$ cat config.mk
export PLATFORM = sky130hd
export DESIGN_NAME = seven_segment_scan_with_flash_unit
export DESIGN_NICKNAME = d
export VERILOG_FILES = /design/src/rtl/sevseg_pkg.sv /design/src/rtl/sevseg_front.sv /design/src/rtl/sevseg_queue.sv /design/src/rtl/sevseg_back.sv /design/src/rtl/seven_segment_scan_with_flash_unit.sv
export SDC_FILE = /design/constraint.sdc
export NUM_CORES = 1
export LEC_CHECK = 0
export BUFFER_PORTS_ARGS = -buffer_cell sky130_fd_sc_hd__buf_2
export CAP_MARGIN = 20
export CORE_MARGIN = 5
export CORE_UTILIZATION = 60
export CTS_BUF_LIST = sky130_fd_sc_hd__clkbuf_8 sky130_fd_sc_hd__clkbuf_16
export CTS_CLUSTER_DIAMETER = 50
export CTS_CLUSTER_SIZE = 12
export DETAILED_ROUTE_END_ITERATION = 10
export PLACE_DENSITY = 0.77
export SYNTH_ARGS = -nofsm -noshare
export SYNTH_HDL_FRONTEND = slang
export SYNTH_SLANG_ARGS = --single-unit
$ cat constraint.sdc
create_clock -name clk -period 8 [get_ports clk]
set_input_delay 0.4 -clock clk [delete_from_list [all_inputs] [get_ports clk]]
set_output_delay 0.4 -clock clk [all_outputs]
set_load 0.01 [all_outputs]
$ cat src/rtl/sevseg_pkg.sv
// ----------------------------------------------------------------------------
// sevseg_pkg
// Shared types, constants and the BCD glyph decoder for the scanned
// seven-segment display controller.
// ----------------------------------------------------------------------------
package sevseg_pkg;

	localparam int DEFAULT_MAX_DIGITS = 8;
	localparam int CNT_W              = 5;
	localparam int CFG_IDX_W          = 2;
	localparam int CFG_DATA_W         = 16;
	localparam int PERIOD_W           = 16;

	localparam logic [3:0] DIGIT_COUNT_RESET = 4'd4;
	localparam logic [7:0] DOT_BIT           = 8'h80;

	localparam logic [CFG_IDX_W-1:0] CFG_DIGIT_COUNT  = 2'd0;
	localparam logic [CFG_IDX_W-1:0] CFG_FLASH_FIRST  = 2'd1;
	localparam logic [CFG_IDX_W-1:0] CFG_FLASH_LAST   = 2'd2;
	localparam logic [CFG_IDX_W-1:0] CFG_FLASH_PERIOD = 2'd3;

	typedef enum logic [1:0] {
		OP_TICK  = 2'd0,
		OP_DIGIT = 2'd1,
		OP_DOTS  = 2'd2,
		OP_DOT   = 2'd3
	} op_t;

	typedef struct packed {
		op_t        op;
		logic [2:0] pos;
		logic [2:0] last;
		logic [7:0] glyph;
		logic       clear;
	} cmd_t;

	function automatic logic [7:0] bcd_glyph(input logic [3:0] value);
		logic [7:0] g;
		case (value)
			4'd0:    g = 8'h3F;
			4'd1:    g = 8'h06;
			4'd2:    g = 8'h5B;
			4'd3:    g = 8'h4F;
			4'd4:    g = 8'h66;
			4'd5:    g = 8'h6D;
			4'd6:    g = 8'h7D;
			4'd7:    g = 8'h07;
			4'd8:    g = 8'h7F;
			4'd9:    g = 8'h6F;
			default: g = 8'h00;
		endcase
		return g;
	endfunction

endpackage

$ cat src/rtl/sevseg_front.sv
// ----------------------------------------------------------------------------
// sevseg_front
// Classify an incoming item into a command: operation, positions, the
// decoded glyph for digit writes and the clear-all request.
// ----------------------------------------------------------------------------
module sevseg_front (
	input  logic [1:0]          mode,
	input  logic [2:0]          digit_position,
	input  logic [2:0]          range_last,
	input  logic [3:0]          bcd_value,
	input  logic                starts_number,
	output sevseg_pkg::cmd_t    cmd
);

	always_comb begin
		cmd.op    = sevseg_pkg::op_t'(mode);
		cmd.pos   = digit_position;
		cmd.last  = range_last;
		cmd.glyph = sevseg_pkg::bcd_glyph(bcd_value);
		cmd.clear = (sevseg_pkg::op_t'(mode) == sevseg_pkg::OP_DIGIT) && starts_number;
	end

endmodule

$ cat src/rtl/sevseg_queue.sv
// ----------------------------------------------------------------------------
// sevseg_queue
// Two-entry command queue between the front and back parts.
// ----------------------------------------------------------------------------
module sevseg_queue (
	input  logic             clk,
	input  logic             arst_n,
	input  logic             push_valid,
	output logic             push_ready,
	input  sevseg_pkg::cmd_t push_data,
	output logic             pop_valid,
	input  logic             pop_ready,
	output sevseg_pkg::cmd_t pop_data
);

	sevseg_pkg::cmd_t entry_q [2];
	logic             wr_ptr_q;
	logic             rd_ptr_q;
	logic [1:0]       count_q;
	logic             push;
	logic             pop;

	assign push_ready = (count_q != 2'd2);
	assign pop_valid  = (count_q != 2'd0);
	assign pop_data   = entry_q[rd_ptr_q];
	assign push       = push_valid && push_ready;
	assign pop        = pop_valid && pop_ready;

	always_ff @(posedge clk) begin
		if (push) begin
			entry_q[wr_ptr_q] <= push_data;
		end
	end

	always_ff @(posedge clk or negedge arst_n) begin
		if (!arst_n) begin
			wr_ptr_q <= 1'b0;
			rd_ptr_q <= 1'b0;
			count_q  <= 2'd0;
		end else begin
			if (push) begin
				wr_ptr_q <= ~wr_ptr_q;
			end
			if (pop) begin
				rd_ptr_q <= ~rd_ptr_q;
			end
			count_q <= count_q + {1'b0, push} - {1'b0, pop};
		end
	end

	a_count_bound: assert property (@(posedge clk) disable iff (!arst_n)
		count_q != 2'd3)
		else $error("queue count overflow");

	a_ptr_gap: assert property (@(posedge clk) disable iff (!arst_n)
		(count_q == 2'd1) |-> (wr_ptr_q != rd_ptr_q))
		else $error("queue pointers disagree with count");

endmodule

$ cat src/rtl/sevseg_back.sv
// ----------------------------------------------------------------------------
// sevseg_back
// Execute commands on the pattern store, scan position and flash counter;
// hold configuration and the registered result.
// ----------------------------------------------------------------------------
module sevseg_back #(
	parameter int MAX_DIGITS = sevseg_pkg::DEFAULT_MAX_DIGITS
) (
	input  logic                                clk,
	input  logic                                arst_n,
	input  logic                                cmd_valid,
	output logic                                cmd_ready,
	input  sevseg_pkg::cmd_t                    cmd,
	input  logic                                cfg_write,
	input  logic [sevseg_pkg::CFG_IDX_W-1:0]    cfg_index,
	input  logic [sevseg_pkg::CFG_DATA_W-1:0]   cfg_data,
	output logic                                out_valid,
	input  logic                                out_ready,
	output logic [7:0]                          segment_pattern,
	output logic [2:0]                          digit_select
);

	localparam int ADW     = (MAX_DIGITS > 1) ? $clog2(MAX_DIGITS) : 1;
	localparam int RESET_N = (MAX_DIGITS < 4) ? MAX_DIGITS : 4;
	localparam logic [ADW-1:0] ACTIVE_RESET = ADW'(RESET_N - 1);
	localparam logic [sevseg_pkg::CNT_W-1:0] MAX_N = sevseg_pkg::CNT_W'(MAX_DIGITS);

	logic [7:0]                        store_q [MAX_DIGITS];
	logic [7:0]                        store_d [MAX_DIGITS];
	logic [ADW-1:0]                    active_q;
	logic [ADW-1:0]                    active_d;
	logic [ADW-1:0]                    tick_next;
	logic [sevseg_pkg::PERIOD_W-1:0]   flash_cnt_q;
	logic [sevseg_pkg::PERIOD_W-1:0]   flash_cnt_d;
	logic [sevseg_pkg::PERIOD_W-1:0]   cnt_inc;
	logic [3:0]                        digit_count_q;
	logic [2:0]                        flash_first_q;
	logic [2:0]                        flash_last_q;
	logic [sevseg_pkg::PERIOD_W-1:0]   flash_period_q;
	logic [sevseg_pkg::CNT_W-1:0]      cnt5;
	logic [sevseg_pkg::CNT_W-1:0]      n5;
	logic [sevseg_pkg::CNT_W-1:0]      inc5;
	logic [sevseg_pkg::CNT_W-1:0]      cfg_n5;
	logic                              take;
	logic                              take_tick;
	logic                              blank;
	logic                              in_flash;
	logic                              out_valid_q;
	logic [7:0]                        seg_q;
	logic [2:0]                        sel_q;
	logic [7:0]                        seg_d;

	assign cnt5      = {1'b0, digit_count_q};
	assign n5        = (cnt5 == '0) ? sevseg_pkg::CNT_W'(1) : ((cnt5 > MAX_N) ? MAX_N : cnt5);
	assign cfg_n5    = ({1'b0, cfg_data[3:0]} == '0) ? sevseg_pkg::CNT_W'(1) :
		(({1'b0, cfg_data[3:0]} > MAX_N) ? MAX_N : {1'b0, cfg_data[3:0]});
	assign inc5      = sevseg_pkg::CNT_W'(active_q) + sevseg_pkg::CNT_W'(1);
	assign tick_next = (inc5 == n5) ? '0 : ADW'(inc5);
	assign cnt_inc   = flash_cnt_q + sevseg_pkg::PERIOD_W'(1);

	assign cmd_ready = (cmd.op != sevseg_pkg::OP_TICK) || !out_valid_q || out_ready;
	assign take      = cmd_valid && cmd_ready;
	assign take_tick = take && (cmd.op == sevseg_pkg::OP_TICK);

	assign in_flash = (sevseg_pkg::CNT_W'(tick_next) >= {2'b00, flash_first_q}) &&
		(sevseg_pkg::CNT_W'(tick_next) <= {2'b00, flash_last_q});

	always_comb begin
		store_d     = store_q;
		active_d    = active_q;
		flash_cnt_d = flash_cnt_q;
		blank       = 1'b0;
		if (flash_period_q != '0 && tick_next == '0) begin
			flash_cnt_d = (cnt_inc == flash_period_q) ? '0 : cnt_inc;
		end
		if (flash_period_q != '0 && in_flash && flash_cnt_d > (flash_period_q >> 1)) begin
			blank = 1'b1;
		end
		seg_d = blank ? 8'h00 : store_q[tick_next];
		if (!take_tick) begin
			flash_cnt_d = flash_cnt_q;
		end
		if (take) begin
			case (cmd.op)
				sevseg_pkg::OP_TICK: begin
					active_d = tick_next;
				end
				sevseg_pkg::OP_DIGIT: begin
					for (int p = 0; p < MAX_DIGITS; p++) begin
						if (cmd.clear) begin
							store_d[p] = 8'h00;
						end
						if (sevseg_pkg::CNT_W'(p) == {2'b00, cmd.pos} &&
							{2'b00, cmd.pos} < n5) begin
							store_d[p] = cmd.glyph;
						end
					end
				end
				sevseg_pkg::OP_DOTS: begin
					for (int p = 0; p < MAX_DIGITS; p++) begin
						if (sevseg_pkg::CNT_W'(p) >= {2'b00, cmd.pos} &&
							sevseg_pkg::CNT_W'(p) <= {2'b00, cmd.last}) begin
							store_d[p] = store_q[p] ^ sevseg_pkg::DOT_BIT;
						end
					end
				end
				sevseg_pkg::OP_DOT: begin
					for (int p = 0; p < MAX_DIGITS; p++) begin
						if (sevseg_pkg::CNT_W'(p) == {2'b00, cmd.pos}) begin
							store_d[p] = store_q[p] | sevseg_pkg::DOT_BIT;
						end
					end
				end
				default: begin
					active_d = active_q;
				end
			endcase
		end
		if (cfg_write) begin
			case (cfg_index)
				sevseg_pkg::CFG_DIGIT_COUNT: begin
					active_d = ADW'(cfg_n5 - sevseg_pkg::CNT_W'(1));
				end
				default: begin
					flash_cnt_d = '0;
				end
			endcase
		end
	end

	always_ff @(posedge clk or negedge arst_n) begin
		if (!arst_n) begin
			for (int p = 0; p < MAX_DIGITS; p++) begin
				store_q[p] <= 8'h00;
			end
			active_q       <= ACTIVE_RESET;
			flash_cnt_q    <= '0;
			digit_count_q  <= sevseg_pkg::DIGIT_COUNT_RESET;
			flash_first_q  <= 3'd0;
			flash_last_q   <= 3'd0;
			flash_period_q <= '0;
			out_valid_q    <= 1'b0;
		end else begin
			store_q     <= store_d;
			active_q    <= active_d;
			flash_cnt_q <= flash_cnt_d;
			if (take_tick) begin
				out_valid_q <= 1'b1;
			end else if (out_ready) begin
				out_valid_q <= 1'b0;
			end
			if (cfg_write) begin
				case (cfg_index)
					sevseg_pkg::CFG_DIGIT_COUNT: begin
						digit_count_q <= cfg_data[3:0];
					end
					sevseg_pkg::CFG_FLASH_FIRST: begin
						flash_first_q <= cfg_data[2:0];
					end
					sevseg_pkg::CFG_FLASH_LAST: begin
						flash_last_q <= cfg_data[2:0];
					end
					sevseg_pkg::CFG_FLASH_PERIOD: begin
						flash_period_q <= cfg_data;
					end
					default: begin
						digit_count_q <= digit_count_q;
					end
				endcase
			end
		end
	end

	always_ff @(posedge clk) begin
		if (take_tick) begin
			seg_q <= seg_d;
			sel_q <= 3'(tick_next);
		end
	end

	assign out_valid       = out_valid_q;
	assign segment_pattern = seg_q;
	assign digit_select    = sel_q;

	a_active_in_range: assert property (@(posedge clk) disable iff (!arst_n)
		sevseg_pkg::CNT_W'(active_q) < n5)
		else $error("active digit beyond scanned digits");

	a_flash_bound: assert property (@(posedge clk) disable iff (!arst_n)
		(flash_period_q == '0) ? (flash_cnt_q == '0) : (flash_cnt_q < flash_period_q))
		else $error("flash counter out of range");

	a_tick_result: assert property (@(posedge clk) disable iff (!arst_n)
		take_tick |=> (out_valid_q && sel_q == 3'(active_q)))
		else $error("tick result does not match scan position");

	a_no_overwrite: assert property (@(posedge clk) disable iff (!arst_n)
		(out_valid_q && !out_ready) |-> !take_tick)
		else $error("result overwritten while stalled");

endmodule

$ cat src/rtl/seven_segment_scan_with_flash_unit.sv
// ----------------------------------------------------------------------------
// seven_segment_scan_with_flash_unit
// Scanned seven-segment display controller with digit flashing.
//
// Input channel (in_valid/in_ready) takes one command item per cycle while
// in_ready is high: a refresh tick, a BCD digit write, a dot range toggle
// or a single dot set. Only a refresh tick yields a result item on the
// output channel (out_valid/out_ready): the segment pattern and index of the
// digit to drive. A front part decodes each item into a command and pushes it
// into a two-entry queue; the back part pops one command per cycle unless a
// tick waits behind a stalled result, and updates the pattern store, scan
// position and flash counter. Throughput: one item per cycle while the output
// is taken; a stalled result is held in the output register, non-tick
// commands keep flowing, and the queue fills only when a further tick waits
// behind the stalled result. Configuration is a plain write port (cfg_write,
// cfg_index, cfg_data), to be written only while idle, which the block does
// not enforce. Reset clears all patterns, the flash counter and the queue,
// loads a digit count of four and points at the last digit.
// ----------------------------------------------------------------------------
module seven_segment_scan_with_flash_unit #(
	parameter int MAX_DIGITS = sevseg_pkg::DEFAULT_MAX_DIGITS
) (
	input  logic                              clk,
	input  logic                              arst_n,
	input  logic                              in_valid,
	output logic                              in_ready,
	input  logic [1:0]                        mode,
	input  logic [2:0]                        digit_position,
	input  logic [2:0]                        range_last,
	input  logic [3:0]                        bcd_value,
	input  logic                              starts_number,
	output logic                              out_valid,
	input  logic                              out_ready,
	output logic [7:0]                        segment_pattern,
	output logic [2:0]                        digit_select,
	input  logic                              cfg_write,
	input  logic [sevseg_pkg::CFG_IDX_W-1:0]  cfg_index,
	input  logic [sevseg_pkg::CFG_DATA_W-1:0] cfg_data
);

	sevseg_pkg::cmd_t front_cmd;
	sevseg_pkg::cmd_t back_cmd;
	logic             back_valid;
	logic             back_ready;

	sevseg_front u_front (
		.mode           (mode),
		.digit_position (digit_position),
		.range_last     (range_last),
		.bcd_value      (bcd_value),
		.starts_number  (starts_number),
		.cmd            (front_cmd)
	);

	sevseg_queue u_queue (
		.clk        (clk),
		.arst_n     (arst_n),
		.push_valid (in_valid),
		.push_ready (in_ready),
		.push_data  (front_cmd),
		.pop_valid  (back_valid),
		.pop_ready  (back_ready),
		.pop_data   (back_cmd)
	);

	sevseg_back #(
		.MAX_DIGITS (MAX_DIGITS)
	) u_back (
		.clk             (clk),
		.arst_n          (arst_n),
		.cmd_valid       (back_valid),
		.cmd_ready       (back_ready),
		.cmd             (back_cmd),
		.cfg_write       (cfg_write),
		.cfg_index       (cfg_index),
		.cfg_data        (cfg_data),
		.out_valid       (out_valid),
		.out_ready       (out_ready),
		.segment_pattern (segment_pattern),
		.digit_select    (digit_select)
	);

endmodule

# Yosys cells after proc, flatten, opt, wreduce, memory -nomap -nowiden

Memory sizes are Yosys's and may differ from the RTL's.
Cells that the tools add are included.

ROM bits: 112
RAM bits: 34
Bits in registers: 125
Memories: 2
Input port bits: 36
Output and inout bits: 13

Muxes and demuxes: 48
Add/subtract/negate cells: 5
Reductions and logical operators: 64
$lt $le $gt $ge: 21
Bitwise gates (word level): 13
Equal/unequal tests: 41

Memory list:

| name            | depth | bits a word | read ports | clocked after memory_dff | wr ports | line               | source |
|---|---|---|---|---|---|---|---|
| (no name shown) | 16    | 7           | 1          | 0                        | 0        | sevseg_pkg.sv:39   | `case (value)` |
| u_queue.entry_q | 2     | 17          | 1          | 0                        | 1        | sevseg_queue.sv:16 | `sevseg_pkg::cmd_t entry_q [2];` |

Operators with widths:

| cell                    | number |
|---|---|
| $mux W8                 | 27 |
| $pmux W64 S3            | 1 |
| $mux W16                | 5 |
| $reduce_and A5 Y1       | 16 |
| $ne A2 B1 Y1 const B    | 16 |
| $bmux W8 S3             | 1 |
| $ne A3 B2 Y1 const B    | 8 |
| $logic_and A1 B1 Y1     | 22 |
| $reduce_bool A2 Y1      | 11 |
| $mux W3                 | 7 |
| $add A16 B1 Y16 const B | 1 |
| $eq A16 B16 Y1          | 1 |
| $gt A16 B15 Y1          | 1 |
| $reduce_bool A16 Y1     | 1 |
| $eq A3 B3 Y1 const A    | 4 |
| $le A3 B3 Y1 const A    | 4 |
| $not A1 Y1              | 12 |
| $ge A3 B3 Y1 const A    | 3 |
| $eq A2 B2 Y1 const B    | 4 |
| $gt A4 B4 Y1 const B    | 2 |
| $reduce_and A2 Y1       | 4 |
| $eq A2 B1 Y1 const B    | 3 |
| $eq A2 B3 Y1 const A    | 2 |
| $ge A1 B3 Y1 const A    | 2 |
| other kinds (25)        | 34 |

# Depth between registers and ports, before layout

Gate-level depths: netlist of the first run.

Depth in word-level cells: 11
Depth in mapped cells: 21
Gate-level depth less buffers: 18

# Cells and area by module

A second synthesis of the first run with hierarchy kept.

Cell total of the unflattened synthesis: 906
Area, all modules: 9242.6 µm²

Modules (own cells, without submodules):

| module       | cells an instance | instances | area each (µm²) | seq. area each (µm²) |
|---|---|---|---|---|
| sevseg_back  | 791               | 1         | 7489.7          | 3086.7 |
| sevseg_queue | 75                | 1         | 1455.1          | 1121.1 |
| sevseg_front | 40                | 1         | 297.8           | 0.0 |

# Least setup slack after synthesis of the first run

OpenSTA, ideal clock, no wires.

Path type: reg-to-reg
From: register u_back.active_q[0]
To: register u_back.seg_q[0] (netlist: u_back.segment_pattern[0]) (data pin)
Cell stages (with the launch flop): 20
Library setup time: 152 ps
Path slack: 4083 ps
Required time: 7848 ps
Arrival time: 3765 ps
Clock period less this slack: 3917 ps
Cell sequence: dfstp_2 -> ha_1 -> xor2_1 -> mux2i_1 -> nor3_1 -> nor2_1 -> inv_2 -> nand4_1 -> clkbuf_1 -> nand2_1 -> nand2_1 -> ha_1 -> nor2b_1 -> o21a_1 -> o21a_1 -> o21ai_0 -> a21oi_1 -> o211ai_1 -> nand4_1 -> a21oi_1

Longest elaborated chain between the ends: 9
Elaborated cells on any way between the ends: 17
Those cells by class: add/sub: 1; order compare: 3; eq/ne: 1; mux: 6; bitwise: 1; reduce/logical: 5

RTL lines:

| what                   | line               | source |
|---|---|---|
| start, declared        | sevseg_back.sv:30  | `logic [ADW-1:0] active_q;` |
| start signal, assigned | sevseg_back.sv:145 | `active_q <= active_d;` |
| $add A3 B1 Y4 *        | sevseg_back.sv:57  | `assign inc5 = sevseg_pkg::CNT_W'(active_q) + sevseg_pkg::CNT_W'(1);` |
| $eq A5 B5 Y1           | sevseg_back.sv:58  | `assign tick_next = (inc5 == n5) ? '0 : ADW'(inc5);` |
| $mux W3 *              | sevseg_back.sv:58  |  |
| $logic_not A3 Y1       | sevseg_back.sv:73  | `if (flash_period_q != '0 && tick_next == '0) begin` |
| $logic_and A1 B1 Y1    | sevseg_back.sv:73  |  |
| $mux W16               | sevseg_back.sv:73  |  |
| $gt A16 B15 Y1         | sevseg_back.sv:76  | `if (flash_period_q != '0 && in_flash && flash_cnt_d > (flash_period_q >> 1)) begin` |
| $logic_and A1 B1 Y1    | sevseg_back.sv:76  |  |
| $mux W1                | sevseg_back.sv:76  |  |
| end signal, assigned   | sevseg_back.sv:176 | `seg_q <= seg_d;` |
| end, declared          | sevseg_back.sv:49  | `logic [7:0] seg_q;` |

Mark *: on every way between the ends. The rest lies on a longest branch, timed or not. The select of a mux whose other input is x is not followed.
A chain may end at the register's enable or synchronous reset.

# Worst setup path in the final report of the first run

From: register u_back.active_q[0]
To: register u_back.seg_q[2] (netlist: u_back.segment_pattern[2]) (data pin)

Same word-level chain as after synthesis.

==> results of run 1 <==
## power by group through the flow
stage	Clock, uW	Sequential (uW)	Combinational, uW
floorplan	0	1240	1030
global placement	0	1290	1350
detailed placement	0	1300	1390
CTS	855	1290	1410
global route	889	1320	1550
finish	845	1300	1420
## stage by stage
step	worst slack [ps]	area (um2)	total power [uW]	utilization, %	hold WS, ps
after floorplan	4080	8740	2260	-	104
after detailed placement	2620	9080	2700	63.0	333
after CTS	2600	9710	3550	67.3	140
after global placement	2830	9080	2640	63.0	327
after global routing	2180	9750	3760	67.6	145
final	2580	9750	3560	67.6	158
## routing by layer
metal,global-route usage [%],up-vias,wire length (um)
met1,33.5,3446,8730
met3,5.04,61,1310
li1,-,3215,-
met5,0,-,0
met4,9.68,0,561
met2,46.4,309,11300
## flip-flops by register name, indices dropped and copies added (netlist names), 4 cells and up
register	flops
u_back.digit_count_q	4
u_back.flash_cnt_q	16
u_back.flash_period_q	16
u_back.segment_pattern	8
u_back.store_q	64
u_queue.entry_q	32
## repair_timing
action                    4_1_cts  5_1_grt
hold buffers                    1        0
buffers inserted                0        0
hold endpoints to repair       26        0
## critical path, cell delays in order (launching register included)
cell	delay [ps]
dfstp_2	590
ha_1	290
xor2_1	200
o31ai_1	250
a221o_1	760
nand4_1	770
a21oi_2	660
nand4_1	150
mux2i_1	150
ha_1	260
a21o_1	170
a211oi_1	230
nand2_1	80
o211ai_1	170
nand4_1	290
a21oi_1	250
## cells in the final DEF (no fill, tap or decap), types with 8 or more instances in the layout
master | netlist | layout
dfrtp_1 | 111 | 111
nand2_1 | 87 | 87
nor2_1 | 60 | 60
a22o_1 | 57 | 57
buf_2 | 12 | 47
a21oi_1 | 43 | 43
edfxtp_1 | 43 | 43
inv_1 | 38 | 38
o21ai_0 | 36 | 36
ha_1 | 34 | 34
mux2_2 | 32 | 32
xnor2_1 | 28 | 28
o22ai_1 | 24 | 24
mux2i_1 | 20 | 20
nand3_1 | 17 | 17
clkbuf_16 | 0 | 17
xor2_1 | 14 | 14
and3_1 | 13 | 13
nand2b_1 | 10 | 10
nand4_1 | 9 | 9
o21ai_1 | 9 | 9
nor2b_1 | 8 | 8
o221ai_1 | 8 | 8
a311o_1 | 8 | 8
## worst max path at each step
stage,cells after the start,end
6_report,15,u_back.segment_pattern[2]
5_1_grt,15,u_back.segment_pattern[3]
4_1_cts,15,u_back.segment_pattern[2]
3_5_place_dp,15,u_back.segment_pattern[3]
3_3_place_gp,17,u_back.segment_pattern[6]
2_1_floorplan,19,u_back.segment_pattern[0]
## area by class of cell
type | count | area share (%)
clock inverter | 13 | 1.73
multi-input combinational | 611 | 43.7
sequential | 157 | 42.6
timing repair buffer | 56 | 3.34
inverter | 42 | 1.62
clock buffer | 19 | 4.65
tap | 184 | 2.36
## logic make-up after synthesis
family,share of synthesized area (%)
DFF,47.5
adders and majority gates,4.87
muxes,6.42
xor gates and xnor gates,4.21
AOI/OAI and AO/OA,19.3
and+or+nand+nor,13.9
buffers and inverters,3.82
==> flow_summary_export.csv, run 1 <==
group,metric,value,unit
power,internal-power,2130,uW
routing,avgRoutedWirePerCell,20.2,um
yosys,synth_cell_types,67,
setup_path,crit_path_start,"u_back.active_q[0]",
timing,final_hold_viol_count,0,
power,p_sw_share,40.0,%
power,p_switching,1420,uW
floorplanning,core_area,0.0144,mm2
worst_hold_path,whs_endpoint,"u_queue.entry_q[0][10]",
grt,first_global_vias,6940,
routing,ant_nets,0,
placement,io_buffers,48,
routing,vias,7031,
cells_and_area,n_antenna_cell,0,
routing,viasPerCell,6.50,
clocking,clk-insertion-delay-late,430,ps
clocking,cts_tree,"built",
cells_and_area,multi_input_area,0.00426,mm2
yosys,yosysTopAreaCellShare,31.8,%
status,outcome,"completed",
clocking,clockBufferDepth,2,
power,leakagePower,0.00415,uW
routing,wl,21.9,mm
grt,grt_pass1_wl,35.6,mm
floorplanning,dieArea,0.0171,mm2
floorplanning,start_util,60.6,%
clocking,cts_resized,0,
yosys,synth.avg_cell_area,10.3,um2
timing,tightestPinTransition,1000,ps
yosys,synth_nets,918,
worst_hold_path,worstHoldPathCells,1,
placement,place_congestion,0.918,
setup_path,r2r-start,"u_back.active_q[0]",
clocking,clock-sinks,157,
cells_and_area,drive_above_1_share,15.6,%
yosys,synth_flop_cell,"dfrtp_1",
cells_and_area,instances_no_fill,1082,
timing,finalCriticalPeriod,5420,ps
yosys,synth-async-reset-ratio,72.6,%
power,peakVddDrop,0.254,mV
power,pwr-share-clk,23.7,%
cells_and_area,fin_nets,955,
grt,antenna_found_initial,0,
timing,finalSetupViolations,0,
setup_path,critPathLaunchType,"flop",
timing,rsz0062_at_grt,"false",
cells_and_area,fillers,1097,
worst_hold_path,hp-start,"range_last[1]",
timing,period_share,67.7,%
timing,skew,12.4,ps
placement,dp_cells,1047,
timing,relSlewSlack,32.7,%
floorplanning,rows,44,
yosys,syn_inst,848,
setup_path,regToRegEndpoint,"u_back.segment_pattern[2]",
timing,fmax,185,MHz
timing,drv_slew,0,
clocking,cts.htree.levels,4,
grt,grt_overflow,0,
power,p_per_area,365,mW/mm2
routing,drt-pass1-iter-count,6,
routing,remaining_drc_errors,0,
setup_path,r2r_setup_slack,2580,ps
setup_path,endpoint_kind,"flop",
worst_hold_path,hold_path.class,"in2reg",
job,maxCapViolations,0,
setup_path,reg2regPathDepth,15,
clocking,cts-root-buf,"clkbuf_16",
clocking,numCtsBuffers,17,
timing,tns,0,ps
yosys,ys_ff_latch,157,
yosys,synth_area_leader_cell,"dfrtp_1",
yosys,synth_most_common_cell,"dfrtp_1",
setup_path,cp.required,8270,ps
power,sequentialPowerShare,36.4,%
yosys,synth_warnings,0,
floorplanning,dieWidth,131,um
grt,grt_start_max_net_pins,89,
setup_path,critPathKind,"reg2reg",
floorplanning,io_pins,49,
cells_and_area,seq_area,0.00415,mm2
power,combPwrFrac,39.8,%
grt,track_usage,26.8,%
cells_and_area,synthToLayoutAreaGrowth,11.6,%
setup_path,path_max_fanout,28,
floorplanning,die_y,131,um
yosys,netlist_area,0.00874,mm2
yosys,synth-seq-area-share,47.5,%
yosys,synth_area_leaders,"dfrtp_1 (32%), edfxtp_1 (15%), a22o_1 (5.7%), ha_1 (4.9%), mux2_2 (4.1%)",
clocking,cts.clk_slew.worst_paths,70,ps
yosys,ys_top_cells_by_count,"dfrtp_1 (111), nand2_1 (87), nor2_1 (60)",
yosys,synth_edf_count,43,
setup_path,cp_data_arrival_time,5680,ps
placement,hpwl,15.5,mm
routing,drt-initial-drc-count,684,
Note: power is estimated with default switching activity, not from simulation.
==> run 2: changes to the inputs <==
==> constraint.sdc (replaced) <==
create_clock -name clk -period 5.15 [get_ports clk]
set_input_delay 0.2575 -clock clk [delete_from_list [all_inputs] [get_ports clk]]
set_output_delay 0.2575 -clock clk [all_outputs]
set_load 0.01 [all_outputs]
==> run 2 against run 1 <==
  * Fmax up 21%
  * Critical path depth is 3 higher
  * Setup slack got worse by 1900 ps
  * Highest routed layer unchanged
  * Hold slack worse by 150 ps
  * Critical path type unchanged
  * Sequential cell count did not move
  * Register-to-register slack worse by 1900 ps
  * Cell count increased by 1.2%
  * Design area rose by 0.53%
  * Sequential power increased by 52%
  * Non-clock buffer count increased by 13
==> flow_summary_export.csv, run 2 (synthesis results as in run 1) <==
group,metric,value,unit
clocking,numCtsBuffers,17,
routing,viasPerCell,6.42,
setup_path,endpoint_kind,"flop",
timing,period_share,87.0,%
floorplanning,die_y,131,um
setup_path,critPathKind,"reg2reg",
floorplanning,dieArea,0.0171,mm2
cells_and_area,fin_util,67.9,%
setup_path,cp_data_arrival_time,4760,ps
power,fin_total_pwr,5520,uW
cells_and_area,instances_no_fill,1095,
worst_hold_path,hold_path.class,"in2reg",
cells_and_area,layout_commonest_cell,"dfrtp_1",
timing,finalCriticalPeriod,4480,ps
clocking,clk-insertion-delay-late,430,ps
cells_and_area,top_regs,"u_back.store_q x64, u_queue.entry_q x32",
clocking,cts.clk_slew.worst_paths,70,ps
placement,hpwl,15.4,mm
clocking,cts.htree.levels,4,
timing,relSlewSlack,42.3,%
clocking,clockBufferDepth,2,
cells_and_area,n_antenna_cell,0,
cells_and_area,mostFrequentLayoutCells,"dfrtp_1 (111), nand2_1 (87), nor2_1 (60)",
setup_path,critPathLaunchType,"flop",
grt,grt_start_max_net_pins,64,
power,leakagePower,0.00419,uW
clocking,cts_tree,"built",
placement,dp_cells,1059,
grt,first_global_vias,7046,
floorplanning,start_util,60.6,%
grt,grt_overflow,0,
power,p_switching,2220,uW
grt,grt_pass1_wl,36.0,mm
grt,track_usage,27.1,%
routing,avgRoutedWirePerCell,20.2,um
timing,drv_slew,0,
setup_path,critPathTopFamily,"compound AO/OA/AOI/OAI gates",
setup_path,slowest_delay,500,ps
power,combPwrFrac,41.4,%
placement,place_congestion,1.00,
setup_path,slowest_stage,"dfrtp_1",
routing,drt-initial-drc-count,724,
setup_path,path_common_cell,"a21oi_1",
timing,fmax,223,MHz
timing,final_hold_viol_count,0,
placement,io_buffers,48,
setup_path,path_max_fanout,11,
timing,rsz0062_at_grt,"false",
grt,antenna_found_initial,0,
floorplanning,core_area,0.0144,mm2
floorplanning,dieWidth,131,um
setup_path,crit_buf_inv,1,
power,sequentialPowerShare,35.8,%
power,p_per_area,563,mW/mm2
routing,vias,7031,
routing,remaining_drc_errors,0,
status,outcome,"completed",
cells_and_area,fin_nets,968,
power,internal-power,3290,uW
routing,ant_nets,0,
floorplanning,io_pins,49,
routing,wl,22.1,mm
clocking,clock-sinks,157,
timing,tns,0,ps
clocking,cts-root-buf,"clkbuf_16",
timing,hold_ws,12.4,ps
job,maxCapViolations,0,
floorplanning,rows,44,
cells_and_area,synthToLayoutAreaGrowth,12.1,%
power,pwr-share-clk,22.8,%
timing,tightestPinTransition,863,ps
setup_path,critical_path.cell_chain,"ha_1 > nand3_2 > nor3_2 > o2111ai_1 > a2111oi_4 > and4_2 > nand2_4 > nand2_1 > o22ai_1 > ha_1 > a21o_1 > a21o_1 > a21oi_1 > a21oi_1 > o211ai_1 > nand4_1 > buf_4 > a21oi_1",
timing,finalSetupViolations,0,
cells_and_area,largest_register,"u_back.store_q",
routing,drt-pass1-iter-count,5,
cells_and_area,largest_register_ffs,64,
cells_and_area,drive_above_1_share,16.6,%
timing,skew,9.64,ps
power,peakVddDrop,0.363,mV
setup_path,cp.required,5430,ps
power,p_sw_share,40.3,%
run 2: changes by cell type in the layout (fill, tap and decap cells not counted), sizes merged:
cell,change
buf,+12
bufinv,-2
dlygate4sd3,+2
inv,+2
clkbuf,-1
clkinv,-1
clkinvlp,+1
run 2: power groups by stage:
stage	sequential, uW	combinational, uW	clock, uW
global placement	1970	2170	0
global route	2010	2500	1330
finish	1970	2290	1260
detailed placement	1990	2230	0
CTS	1970	2260	1280
floorplan	1920	1590	0
run 2: area by class of cell:
class / instances / area, um2
fillers: 1117 / 4630
multi-input cells: 611 / 4270
flip-flops and latches: 157 / 4150
clock buffers: 19 / 475
repair buffers: 69 / 405
well taps: 184 / 230
inverters: 42 / 158
clock inverters: 13 / 116
run 2: path summary, 6_finish.rpt:
path                                       start                         to  slack (ps)  cells past startpoint
setup / recovery           u_back.flash_cnt_q[0]  u_back.segment_pattern[4]         670                     18
hold / removal                 digit_position[1]     u_queue.entry_q[0][13]          10                      1
setup reg to reg           u_back.flash_cnt_q[0]  u_back.segment_pattern[4]         670                     18
hold reg to reg                 u_queue.wr_ptr_q           u_queue.wr_ptr_q         500                      1
max in group asynchronous                 arst_n          u_back.store_q[0]        3480                      3
min in group asynchronous                 arst_n      u_back.flash_cnt_q[4]         390                      2
run 2: per-stage QoR:
stage	worst slack (ps)	area (um2)
floorplan	1230	8740
global placement	501	9160
detailed placement	389	9170
CTS	344	9790
global route	287	9800
finish	670	9800
run 2: layer usage:
metal | track usage, % | share of wire (%) | wire (um) | vias to the layer above
met5 | 0 | 0 | 0 | -
met3 | 5.61 | 5.8 | 1280 | 60
met1 | 33.5 | 40 | 8950 | 3464
li1 | - | - | - | 3228
met4 | 10.9 | 2.8 | 628 | 0
met2 | 46.7 | 51 | 11200 | 279
run 2: repair_timing:
item / in CTS / in global routing
setup endpoints to repair: 0 / 8
resized for setup: 0 / 1
setup buffers: 0 / 1
hold buffers: 3 / 0
endpoints found under the hold margin: 55 / 0
run 2: worst reg2reg max path, delay by kind of cell (launching register included):
family,cells,cell delay (ps)
AOI/OAI and AO/OA,9,1610
and+or+nand+nor,6,1400
adders and majority gates,2,640
DFF,1,500
buffers and inverters,1,190
